--- src/hw/rtl/cdrt_pkg.sv ---
package cdrt_pkg;

  // Default sizing, handed to the top-level parameters.
  localparam int DEF_SLOTS_PER_CHUNK = 32;
  localparam int DEF_MAX_CHUNKS      = 16;
  localparam int DEF_HEADER_BYTES    = 8;

  // Per-slot reception count saturates here.
  localparam logic [6:0] SLOT_COUNT_MAX = 7'd127;

  typedef enum logic [1:0] {
    OUTC_NEW   = 2'd0,
    OUTC_DUP   = 2'd1,
    OUTC_SHORT = 2'd2,
    OUTC_BAD   = 2'd3
  } outcome_t;

  typedef enum logic [2:0] {
    ST_CLEAR,
    ST_IDLE,
    ST_CHECK,
    ST_UPDATE,
    ST_SCAN_RD,
    ST_SCAN_EV,
    ST_FINISH,
    ST_OUTPUT
  } state_t;

  // Controller to datapath.
  typedef struct packed {
    logic capture;
    logic check;
    logic update;
    logic scan_rd;
    logic scan_ev;
    logic finish;
    logic load_out;
    logic clear_step;
  } cmd_t;

  // Datapath to controller.
  typedef struct packed {
    logic is_short;
    logic is_bad;
    logic need_scan;
    logic scan_end;
    logic scan_hit;
    logic clr_last;
    logic out_free;
    logic ddone;
  } status_t;

endpackage

--- src/hw/rtl/cdrt_ctrl.sv ---
module cdrt_ctrl
  import cdrt_pkg::*;
(
  input  logic    clk,
  input  logic    rst_n,
  input  logic    in_valid,
  input  status_t status,
  output cmd_t    cmd,
  output logic    in_stall
);

  state_t state_r, state_nxt;

  always_ff @(posedge clk) begin
    if (!rst_n) begin
      state_r <= ST_CLEAR;
    end else begin
      state_r <= state_nxt;
    end
  end

  always_comb begin
    state_nxt = state_r;
    case (state_r)
      ST_CLEAR: begin
        if (status.clr_last) state_nxt = ST_IDLE;
      end
      ST_IDLE: begin
        if (in_valid) state_nxt = ST_CHECK;
      end
      ST_CHECK: begin
        if (status.is_short || status.is_bad) state_nxt = ST_OUTPUT;
        else state_nxt = ST_UPDATE;
      end
      ST_UPDATE: begin
        if (status.need_scan) state_nxt = ST_SCAN_RD;
        else state_nxt = ST_OUTPUT;
      end
      ST_SCAN_RD: begin
        if (status.scan_end) state_nxt = ST_FINISH;
        else state_nxt = ST_SCAN_EV;
      end
      ST_SCAN_EV: begin
        if (status.scan_hit) state_nxt = ST_SCAN_RD;
        else state_nxt = ST_FINISH;
      end
      ST_FINISH: begin
        state_nxt = ST_OUTPUT;
      end
      ST_OUTPUT: begin
        if (status.out_free) begin
          if (status.ddone) state_nxt = ST_CLEAR;
          else state_nxt = ST_IDLE;
        end
      end
      default: begin
        state_nxt = ST_CLEAR;
      end
    endcase
  end

  always_comb begin
    cmd      = '0;
    in_stall = 1'b1;
    case (state_r)
      ST_CLEAR:   cmd.clear_step = 1'b1;
      ST_IDLE: begin
        in_stall    = 1'b0;
        cmd.capture = in_valid;
      end
      ST_CHECK:   cmd.check    = 1'b1;
      ST_UPDATE:  cmd.update   = 1'b1;
      ST_SCAN_RD: cmd.scan_rd  = ~status.scan_end;
      ST_SCAN_EV: cmd.scan_ev  = 1'b1;
      ST_FINISH:  cmd.finish   = 1'b1;
      ST_OUTPUT:  cmd.load_out = status.out_free;
      default: begin
        cmd = '0;
      end
    endcase
  end

endmodule

--- src/hw/rtl/cdrt_dpath.sv ---
module cdrt_dpath
  import cdrt_pkg::*;
#(
  parameter int SLOTS_PER_CHUNK = DEF_SLOTS_PER_CHUNK,
  parameter int MAX_CHUNKS      = DEF_MAX_CHUNKS,
  parameter int HEADER_BYTES    = DEF_HEADER_BYTES
) (
  input  logic        clk,
  input  logic        rst_n,
  input  cmd_t        cmd,
  output status_t     status,
  input  logic [7:0]  in_chunk_index,
  input  logic [7:0]  in_slot_seq,
  input  logic [31:0] in_chunk_length,
  input  logic [7:0]  in_chunks_total,
  input  logic [7:0]  in_packet_len,
  input  logic        out_stall,
  output logic        out_valid,
  output logic [1:0]  out_outcome,
  output logic        out_chunk_done,
  output logic        out_download_done,
  output logic [31:0] out_packets_total,
  output logic [15:0] out_packets_distinct,
  output logic [31:0] out_bytes_received,
  output logic [31:0] out_corrupt_count,
  output logic        out_download_active
);

  localparam int DEPTH = MAX_CHUNKS * SLOTS_PER_CHUNK;
  localparam int AW    = (DEPTH > 1) ? $clog2(DEPTH) : 1;
  localparam int CAW   = (MAX_CHUNKS > 1) ? $clog2(MAX_CHUNKS) : 1;
  localparam int FW    = $clog2(SLOTS_PER_CHUNK + 1);
  localparam int NW    = $clog2(MAX_CHUNKS + 1);

  localparam logic [8:0]  MAX_C   = 9'(MAX_CHUNKS);
  localparam logic [8:0]  SLOTS_C = 9'(SLOTS_PER_CHUNK);
  localparam logic [FW-1:0] FILL_FULL = FW'(SLOTS_PER_CHUNK);
  localparam logic [7:0]  HDR_C   = 8'(HEADER_BYTES);
  localparam logic [AW-1:0] CLR_LAST = AW'(DEPTH - 1);

  // Captured word
  logic [7:0] chunk_r, seq_r, ctot_r, plen_r;
  logic       clen_neg_r;

  // Memories: per-slot counts, per-chunk fill counts
  logic [6:0]    slot_mem [DEPTH];
  logic [FW-1:0] fill_mem [MAX_CHUNKS];
  logic [6:0]    slot_rdata_r;
  logic [FW-1:0] fill_rdata_r;

  // Download state
  logic          active_r, active_nxt;
  logic [NW-1:0] announced_r, announced_nxt;
  logic [NW-1:0] prefix_r, prefix_nxt;
  logic [31:0]   total_r, total_nxt;
  logic [15:0]   distinct_r, distinct_nxt;
  logic [31:0]   bytes_r, bytes_nxt;
  logic [31:0]   corrupt_r, corrupt_nxt;
  logic [AW-1:0] clr_cnt_r, clr_cnt_nxt;

  // Result in progress
  logic [1:0] outcome_r, outcome_nxt;
  logic       cdone_r, cdone_nxt;
  logic       ddone_r, ddone_nxt;

  // Output register
  logic        ovalid_r, ovalid_nxt;
  logic [1:0]  o_outcome_r;
  logic        o_cdone_r, o_ddone_r, o_active_r;
  logic [31:0] o_total_r, o_bytes_r, o_corrupt_r;
  logic [15:0] o_distinct_r;

  logic          is_short, is_bad, is_new, cdone_now, need_scan;
  logic [16:0]   addr_full;
  logic [AW-1:0] slot_addr;
  logic [CAW-1:0] fill_raddr;
  logic [7:0]    pay;
  logic [32:0]   bytes_sum;
  logic [FW-1:0] fill_inc;
  logic          slot_we, fill_we;
  logic [AW-1:0] slot_waddr;
  logic [6:0]    slot_wdata;
  logic [CAW-1:0] fill_waddr;
  logic [FW-1:0] fill_wdata;
  logic          out_free;

  always_comb begin
    is_short  = plen_r < HDR_C;
    is_bad    = ({1'b0, seq_r} >= SLOTS_C) || ({1'b0, chunk_r} >= MAX_C) || clen_neg_r;
    addr_full = 17'(chunk_r) * 17'(SLOTS_PER_CHUNK) + 17'(seq_r);
    slot_addr = addr_full[AW-1:0];
    is_new    = (slot_rdata_r == 7'd0);
    fill_inc  = fill_rdata_r + FW'(1);
    cdone_now = (fill_inc == FILL_FULL);
    need_scan = is_new && cdone_now && (9'(chunk_r) == 9'(prefix_r));
    pay       = plen_r - HDR_C;
    bytes_sum = {1'b0, bytes_r} + 33'(pay);
    out_free  = ~ovalid_r | ~out_stall;
    fill_raddr = cmd.scan_rd ? prefix_r[CAW-1:0] : chunk_r[CAW-1:0];
  end

  always_comb begin
    status.is_short  = is_short;
    status.is_bad    = is_bad;
    status.need_scan = need_scan;
    status.scan_end  = (9'(prefix_r) == MAX_C);
    status.scan_hit  = (fill_rdata_r == FILL_FULL);
    status.clr_last  = (clr_cnt_r == CLR_LAST);
    status.out_free  = out_free;
    status.ddone     = ddone_r;
  end

  // Memory write selection: clearing sweep or update
  always_comb begin
    slot_we    = 1'b0;
    slot_waddr = slot_addr;
    slot_wdata = slot_rdata_r + 7'd1;
    fill_we    = 1'b0;
    fill_waddr = chunk_r[CAW-1:0];
    fill_wdata = fill_inc;
    if (cmd.clear_step) begin
      slot_we    = 1'b1;
      slot_waddr = clr_cnt_r;
      slot_wdata = 7'd0;
      fill_we    = (17'(clr_cnt_r) < 17'(MAX_CHUNKS));
      fill_waddr = clr_cnt_r[CAW-1:0];
      fill_wdata = '0;
    end else if (cmd.update) begin
      slot_we = (slot_rdata_r != SLOT_COUNT_MAX);
      fill_we = is_new;
    end
  end

  always_ff @(posedge clk) begin
    if (slot_we) slot_mem[slot_waddr] <= slot_wdata;
    if (cmd.check) slot_rdata_r <= slot_mem[slot_addr];
  end

  always_ff @(posedge clk) begin
    if (fill_we) fill_mem[fill_waddr] <= fill_wdata;
    if (cmd.check || cmd.scan_rd) fill_rdata_r <= fill_mem[fill_raddr];
  end

  always_ff @(posedge clk) begin
    if (cmd.capture) begin
      chunk_r    <= in_chunk_index;
      seq_r      <= in_slot_seq;
      clen_neg_r <= in_chunk_length[31];
      ctot_r     <= in_chunks_total;
      plen_r     <= in_packet_len;
    end
  end

  always_comb begin
    active_nxt    = active_r;
    announced_nxt = announced_r;
    prefix_nxt    = prefix_r;
    total_nxt     = total_r;
    distinct_nxt  = distinct_r;
    bytes_nxt     = bytes_r;
    corrupt_nxt   = corrupt_r;
    outcome_nxt   = outcome_r;
    cdone_nxt     = cdone_r;
    ddone_nxt     = ddone_r;
    clr_cnt_nxt   = clr_cnt_r;

    if (cmd.clear_step) begin
      clr_cnt_nxt = (clr_cnt_r == CLR_LAST) ? '0 : clr_cnt_r + AW'(1);
    end

    if (cmd.check) begin
      cdone_nxt = 1'b0;
      ddone_nxt = 1'b0;
      if (is_short) begin
        outcome_nxt = OUTC_SHORT;
        if (plen_r != 8'd0 && corrupt_r != 32'hFFFF_FFFF) corrupt_nxt = corrupt_r + 32'd1;
      end else if (is_bad) begin
        outcome_nxt = OUTC_BAD;
      end
    end

    if (cmd.update) begin
      active_nxt    = 1'b1;
      announced_nxt = ({1'b0, ctot_r} > MAX_C) ? NW'(MAX_CHUNKS) : NW'(ctot_r);
      if (total_r != 32'hFFFF_FFFF) total_nxt = total_r + 32'd1;
      if (!is_new) begin
        outcome_nxt = OUTC_DUP;
      end else begin
        outcome_nxt = OUTC_NEW;
        cdone_nxt   = cdone_now;
        if (distinct_r != 16'hFFFF) distinct_nxt = distinct_r + 16'd1;
        bytes_nxt = bytes_sum[32] ? 32'hFFFF_FFFF : bytes_sum[31:0];
        if (need_scan) begin
          prefix_nxt = prefix_r + NW'(1);
        end else begin
          ddone_nxt = (9'(prefix_r) >= 9'(announced_nxt));
        end
      end
    end

    if (cmd.scan_ev && status.scan_hit) prefix_nxt = prefix_r + NW'(1);

    if (cmd.finish) ddone_nxt = (9'(prefix_r) >= 9'(announced_r));

    // Download complete: result takes the final counts, then everything clears.
    if (cmd.load_out && ddone_r) begin
      active_nxt    = 1'b0;
      announced_nxt = '0;
      prefix_nxt    = '0;
      total_nxt     = '0;
      distinct_nxt  = '0;
      bytes_nxt     = '0;
      corrupt_nxt   = '0;
    end
  end

  always_comb begin
    ovalid_nxt = ovalid_r;
    if (cmd.load_out) ovalid_nxt = 1'b1;
    else if (~out_stall) ovalid_nxt = 1'b0;
  end

  always_ff @(posedge clk) begin
    if (!rst_n) begin
      active_r    <= 1'b0;
      announced_r <= '0;
      prefix_r    <= '0;
      total_r     <= '0;
      distinct_r  <= '0;
      bytes_r     <= '0;
      corrupt_r   <= '0;
      clr_cnt_r   <= '0;
      outcome_r   <= OUTC_NEW;
      cdone_r     <= 1'b0;
      ddone_r     <= 1'b0;
      ovalid_r    <= 1'b0;
    end else begin
      active_r    <= active_nxt;
      announced_r <= announced_nxt;
      prefix_r    <= prefix_nxt;
      total_r     <= total_nxt;
      distinct_r  <= distinct_nxt;
      bytes_r     <= bytes_nxt;
      corrupt_r   <= corrupt_nxt;
      clr_cnt_r   <= clr_cnt_nxt;
      outcome_r   <= outcome_nxt;
      cdone_r     <= cdone_nxt;
      ddone_r     <= ddone_nxt;
      ovalid_r    <= ovalid_nxt;
    end
  end

  always_ff @(posedge clk) begin
    if (cmd.load_out) begin
      o_outcome_r  <= outcome_r;
      o_cdone_r    <= cdone_r;
      o_ddone_r    <= ddone_r;
      o_total_r    <= total_r;
      o_distinct_r <= distinct_r;
      o_bytes_r    <= bytes_r;
      o_corrupt_r  <= corrupt_r;
      o_active_r   <= active_r & ~ddone_r;
    end
  end

  assign out_valid            = ovalid_r;
  assign out_outcome          = o_outcome_r;
  assign out_chunk_done       = o_cdone_r;
  assign out_download_done    = o_ddone_r;
  assign out_packets_total    = o_total_r;
  assign out_packets_distinct = o_distinct_r;
  assign out_bytes_received   = o_bytes_r;
  assign out_corrupt_count    = o_corrupt_r;
  assign out_download_active  = o_active_r;

endmodule

--- src/hw/rtl/chunked_download_reassembly_tracker_core.sv ---
// Channel  Direction  Handshake            Payload
// in_*     input      in_valid / in_stall  chunk_index, slot_seq, chunk_length,
//                                          chunks_total, packet_len
// out_*    output     out_valid/out_stall  outcome, chunk_done, download_done,
//                                          counters, download_active
//
// Each word steps through accept, classify + memory read, update and output load;
// a runt or bad header skips the update.
// A word that completes the lowest incomplete chunk walks the per-chunk fill
// memory one read port access at a time, past each further chunk already
// complete, until it meets an incomplete one or runs past the last chunk.
// Reset and download completion both start a clearing sweep of the slot memory
// over all MAX_CHUNKS*SLOTS_PER_CHUNK slots (512 by default), in_stall high.
// The output register frees the datapath: a held result stalls only the next
// output load, so one more word is accepted behind it before in_stall holds.
module chunked_download_reassembly_tracker_core
  import cdrt_pkg::*;
#(
  parameter int SLOTS_PER_CHUNK = DEF_SLOTS_PER_CHUNK,
  parameter int MAX_CHUNKS      = DEF_MAX_CHUNKS,
  parameter int HEADER_BYTES    = DEF_HEADER_BYTES
) (
  input  logic        clk,
  input  logic        rst_n,
  input  logic        in_valid,
  output logic        in_stall,
  input  logic [7:0]  in_chunk_index,
  input  logic [7:0]  in_slot_seq,
  input  logic [31:0] in_chunk_length,
  input  logic [7:0]  in_chunks_total,
  input  logic [7:0]  in_packet_len,
  output logic        out_valid,
  input  logic        out_stall,
  output logic [1:0]  out_outcome,
  output logic        out_chunk_done,
  output logic        out_download_done,
  output logic [31:0] out_packets_total,
  output logic [15:0] out_packets_distinct,
  output logic [31:0] out_bytes_received,
  output logic [31:0] out_corrupt_count,
  output logic        out_download_active
);

  // Controller sequences classify / update / scan / output;
  // datapath holds slot counts, chunk fill counts and download counters.
  cmd_t    cmd;
  status_t status;

  cdrt_ctrl u_ctrl (
    .clk      (clk),
    .rst_n    (rst_n),
    .in_valid (in_valid),
    .status   (status),
    .cmd      (cmd),
    .in_stall (in_stall)
  );

  cdrt_dpath #(
    .SLOTS_PER_CHUNK (SLOTS_PER_CHUNK),
    .MAX_CHUNKS      (MAX_CHUNKS),
    .HEADER_BYTES    (HEADER_BYTES)
  ) u_dpath (
    .clk                  (clk),
    .rst_n                (rst_n),
    .cmd                  (cmd),
    .status               (status),
    .in_chunk_index       (in_chunk_index),
    .in_slot_seq          (in_slot_seq),
    .in_chunk_length      (in_chunk_length),
    .in_chunks_total      (in_chunks_total),
    .in_packet_len        (in_packet_len),
    .out_stall            (out_stall),
    .out_valid            (out_valid),
    .out_outcome          (out_outcome),
    .out_chunk_done       (out_chunk_done),
    .out_download_done    (out_download_done),
    .out_packets_total    (out_packets_total),
    .out_packets_distinct (out_packets_distinct),
    .out_bytes_received   (out_bytes_received),
    .out_corrupt_count    (out_corrupt_count),
    .out_download_active  (out_download_active)
  );

endmodule

--- config.mk ---
export PLATFORM = sky130hd
export DESIGN_NAME = chunked_download_reassembly_tracker_core
export DESIGN_NICKNAME = d
export VERILOG_FILES = /design/src/hw/rtl/cdrt_pkg.sv /design/src/hw/rtl/cdrt_ctrl.sv /design/src/hw/rtl/cdrt_dpath.sv /design/src/hw/rtl/chunked_download_reassembly_tracker_core.sv
export SDC_FILE = /design/constraint.sdc
export NUM_CORES = 2
export LEC_CHECK = 0
export BUFFER_PORTS_ARGS = -buffer_cell sky130_fd_sc_hd__buf_4
export CAP_MARGIN = 30
export CORE_ASPECT_RATIO = 0.7
export CORE_UTILIZATION = 31
export CTS_BUF_LIST = sky130_fd_sc_hd__clkbuf_8
export DETAILED_ROUTE_END_ITERATION = 10
export PLACE_DENSITY = 0.53
export SYNTH_ARGS = -nofsm -noshare
export SYNTH_HDL_FRONTEND = slang
export SYNTH_SLANG_ARGS = --single-unit
--- constraint.sdc ---
create_clock -name clk -period 15.77 [get_ports clk]
set_input_delay 2.3655 -clock clk [delete_from_list [all_inputs] [get_ports clk]]
set_output_delay 2.3655 -clock clk [all_outputs]
set_load 0.1 [all_outputs]
==> results by group <==
Outcome
  • Status: finished clean

GRT
  • Vias in the first global route: 83,280
  • Layer with the highest usage: met1
  • Initial antenna violation count: 30
  • Routing usage on met1: 24.30%
  • GR Util met3: 4.027%
  • Met2 GRT Util: 23.85%
  • First-pass GRT wire length: 607.7 mm
  • GR Overflow Total: 0
  • Largest net degree at the start of global routing: about 200
  • Overall routing resource usage: 16.24%

Cells and area
  • Fill cell count: around 47,000
  • Nets@finish: 8,908
  • Area growth, synth to finish: 12.19%
  • Fin cells: 15,940
  • Final Instance Area: approximately 0.18 sq mm
  • Layout cells sized above 1: 20.24%

Synth
  • Yosys warnings: 0
  • Mapped Area: 0.1574 sq mm
  • Post-synth EDFFs: 3,843
  • Mux contribution to synthesized area: a little over an eighth
  • Post-synthesis sequential element count: 3,983
  • Ranking of synthesized cells by area: edfxtp_1 73%, mux4_2 9.9%, mux2i_1 3.6%, nor2_1 2.1%, dfxtp_1 1.8%
  • Simple-gate share of the synthesized area: 4.389%
  • Xor/xnor share of the synthesized area: 0.6787%
  • Synth cell count leaders: 3,843 x edfxtp_1, 872 x nor2_1, 695 x mux4_2
  • Cells after Synth: 8,343
  • Synth Area in Adders: 0.2877%
  • Seq/Total Area, Yosys: between 70 and 80%
  • Net Count, Synth: about 8,400
  • Cell type with the largest total area after synthesis: edfxtp_1
  • Top-area cell type share of the netlist area: between 70 and 80%
  • Most frequent cell after synthesis: edfxtp_1
  • Synthesized area per cell: around 19 sq um
  • Top FF cell, synth: edfxtp_1
  • FFs w/ async S/R, synth: 0%
  • Main combinational cell family by area after synthesis: multiplexers
  • Complex-gate fraction of the synthesized area: 3.659%
  • Unique masters post-synth: 82

Power and ir drop
  • Max VDD drop: approximately 0.064 mV
  • Sw power: 4.084 mW
  • Total power draw: 19.28 mW
  • Combinational Power Share: 0.5%
  • Total power per unit cell area: around 110 mW/mm^2
  • Seq pwr share: between 50% and 60%
  • P_leak: between 40 and 50 nW
  • Switch share: roughly a fifth
  • Int Pwr: ~15 mW
  • Power share of the clock group: about 40%

Clock tree
  • Num CTS Buffers: around 590
  • Clk pin slew, worst setup/hold paths: 0.06 ns
  • Max clock buf depth: 4
  • CTS Root Cell: clkbuf_8
  • CTS H-tree lvls: 6
  • Setup bufs post-CTS: 0
  • CTS tree: built
  • Clk sinks: 3,983
  • Clk_lat worst skew: around 1.1 ns
  • CTS Hold Buffers Added: 0
  • Resized cells post-CTS: 0

Route
  • Drt total wl: 428.8 mm
  • Drt via density: 5.206
  • First DRT Iteration DRCs: 9,048
  • DRT Pass-1 Iters: 6
  • DR WL/cell: around 27 um
  • DRC viols: 0
  • Via count: 82,970
  • Antenna Violating Nets Remaining: 0

Timing
  • Worst Skew: 0.05952 ns
  • Slew headroom: 17.60%
  • Final worst slack: 9.220 ns
  • Unrepaired setup endpoints after global routing: no
  • Highest Clock Rate: 152.7 MHz
  • Hold Vio Cnt, Final: 0
  • Crit share post-route: 41.54%
  • Slew @ Worst Pin: 1.236 ns
  • Final setup fails: 0
  • Pins Over Slew Limit: 0
  • Min Clock Period, post-route: between 6 and 7 ns
  • Setup TNS: 0 ns

Worst setup path
  • Crit Path Class: register to register
  • Critical-path maximum fanout: 47
  • Worst EP required: between 15 and 20 ns
  • Crit start category: register
  • CP endpoint kind: register
  • CP Data Arrival Time: 7.34 ns

Floorplanning
  • FP Rows: 218
  • Die height: roughly 600 um
  • CORE AREA: around 0.50 sq mm
  • IO Pins: 187
  • Die span in x: 853.8 um
  • Die footprint: 0.5108 sq mm
  • Initial core utilization: 31.20%

Placement
  • Gpl congestion: 0.8085
  • Placed Area: ~0.17 sq mm
  • PortBufs: 155
  • Cell count after placement: 14,900
  • Hpwl dp: 257.7 mm
  • Pre-CTS WS: between 9 and 10 ns

Worst hold path
  • Hold crit path type: register to register

Job
  • MaxCap Viol Count: 0
kinds of logic after synthesis:
kind of cell               count (synthesis)
DFF                                     3983
xor gates and xnor gates                 122
and+or+nand+nor                         1557
buffers and inverters                    544
adders and majority gates                 35
AOI/OAI and AO/OA                        823
muxes                                   1279
cell usage in the layout (no fill, tap or decap), drive strengths merged, types with 16 or more instances in the layout:
cell	synthesis	layout
or3	33	33
edfxtp	3843	3843
nor2	872	872
dfxtp	140	140
nor4	49	49
mux2i	573	573
clkinvlp	0	17
mux4	702	702
clkbuf	231	618
clkinv	0	185
and3	38	38
a31oi	16	16
o2111ai	47	47
o22ai	212	212
a21oi	154	154
nand3	84	84
a211oi	22	22
ha	33	33
nor3	128	128
inv	43	228
and2	17	17
xnor2	77	77
o31ai	32	32
nand2	197	197
nand4	58	58
o221ai	147	147
nor2b	22	22
buf	270	368
xor2	45	45
o21ai	90	90
area by class of cell:
type	instances	area, sq um	area share, %
Antenna cell	4	10.01	0.005667
Clock buffer	617	8492	4.808
Clock inverter	395	1919	1.087
Inverter	43	173.9	0.09846
Multi-Input combinational cell	3816	36160	20.47
Sequential cell	3983	118200	66.92
Tap cell	6710	8396	4.753
Timing Repair Buffer	370	3281	1.857
worst max-delay path: stages, from the launching register on:
cell and delay [ns]:
edfxtp_1 0.60, buf_4 0.65, buf_4 0.72, buf_4 0.65, buf_4 0.65, mux4_2 0.44, mux4_2 0.47, mux2i_1 0.65
nand3_1 0.20, nand4_1 0.45, or4_1 0.48, a41oi_1 0.08
worst paths after layout:
| kind | start | end | slack, ns | cells after the start |
|---|---|---|---|---|
| worst max-delay path | u_dpath.seq_r[1] | u_dpath.slot_rdata_r[0] | 9.22 | 11 |
| worst min-delay path | u_dpath.announced_r[1] | u_dpath.announced_r[1] | 0.46 | 2 |
| worst max register to register | u_dpath.seq_r[1] | u_dpath.slot_rdata_r[0] | 9.22 | 11 |
| worst min register to register | u_dpath.announced_r[1] | u_dpath.announced_r[1] | 0.46 | 2 |
metrics by stage:
step / utilization, % / hold slack [ns]
after floorplan: - / 0.4080
after global placement: 32.80 / 0.4431
after detailed placement: 32.85 / 0.4527
after CTS: 34.91 / 0.4616
after global routing: 35.00 / 0.4763
final: 35.00 / 0.4588
flip-flops by register name (all words and copies together) (netlist names), 2 cells and up:
signal and count:
u_dpath.total_r 32, u_dpath.out_outcome 2, u_dpath.slot_rdata_r 7, u_dpath.prefix_r 5
u_dpath.chunk_r 8, u_dpath.distinct_r 16, u_ctrl.state_r 3, u_dpath.bytes_r 32
u_dpath.announced_r 5, u_dpath.outcome_r 2, u_dpath.out_bytes_received 32, u_dpath.seq_r 8
u_dpath.corrupt_r 32, u_dpath.clr_cnt_r 9, u_dpath.ctot_r 8, u_dpath.fill_rdata_r 6
u_dpath.fill_mem 96, u_dpath.slot_mem 3584, u_dpath.out_corrupt_count 32, u_dpath.plen_r 8
u_dpath.out_packets_total 32, u_dpath.out_packets_distinct 16
per-layer routing:
layer | routed length, um | vias to the layer above
met5 | 166 | -
met4 | 8777 | 8
met3 | 38660 | 591
met2 | 186300 | 3593
met1 | 194900 | 43860
li1 | - | 34910
power by group through the flow:
stage               sequential (mW)  clock [mW]  combinational (mW)
finish                         11.4        7.76              0.0872
global route                   11.4        8.36              0.0901
CTS                            11.4        7.93              0.0881
detailed placement             11.7           0              0.0879
global placement               11.7           0              0.0865
floorplan                      11.7           0              0.0292
(Power assumes the default switching activity.)
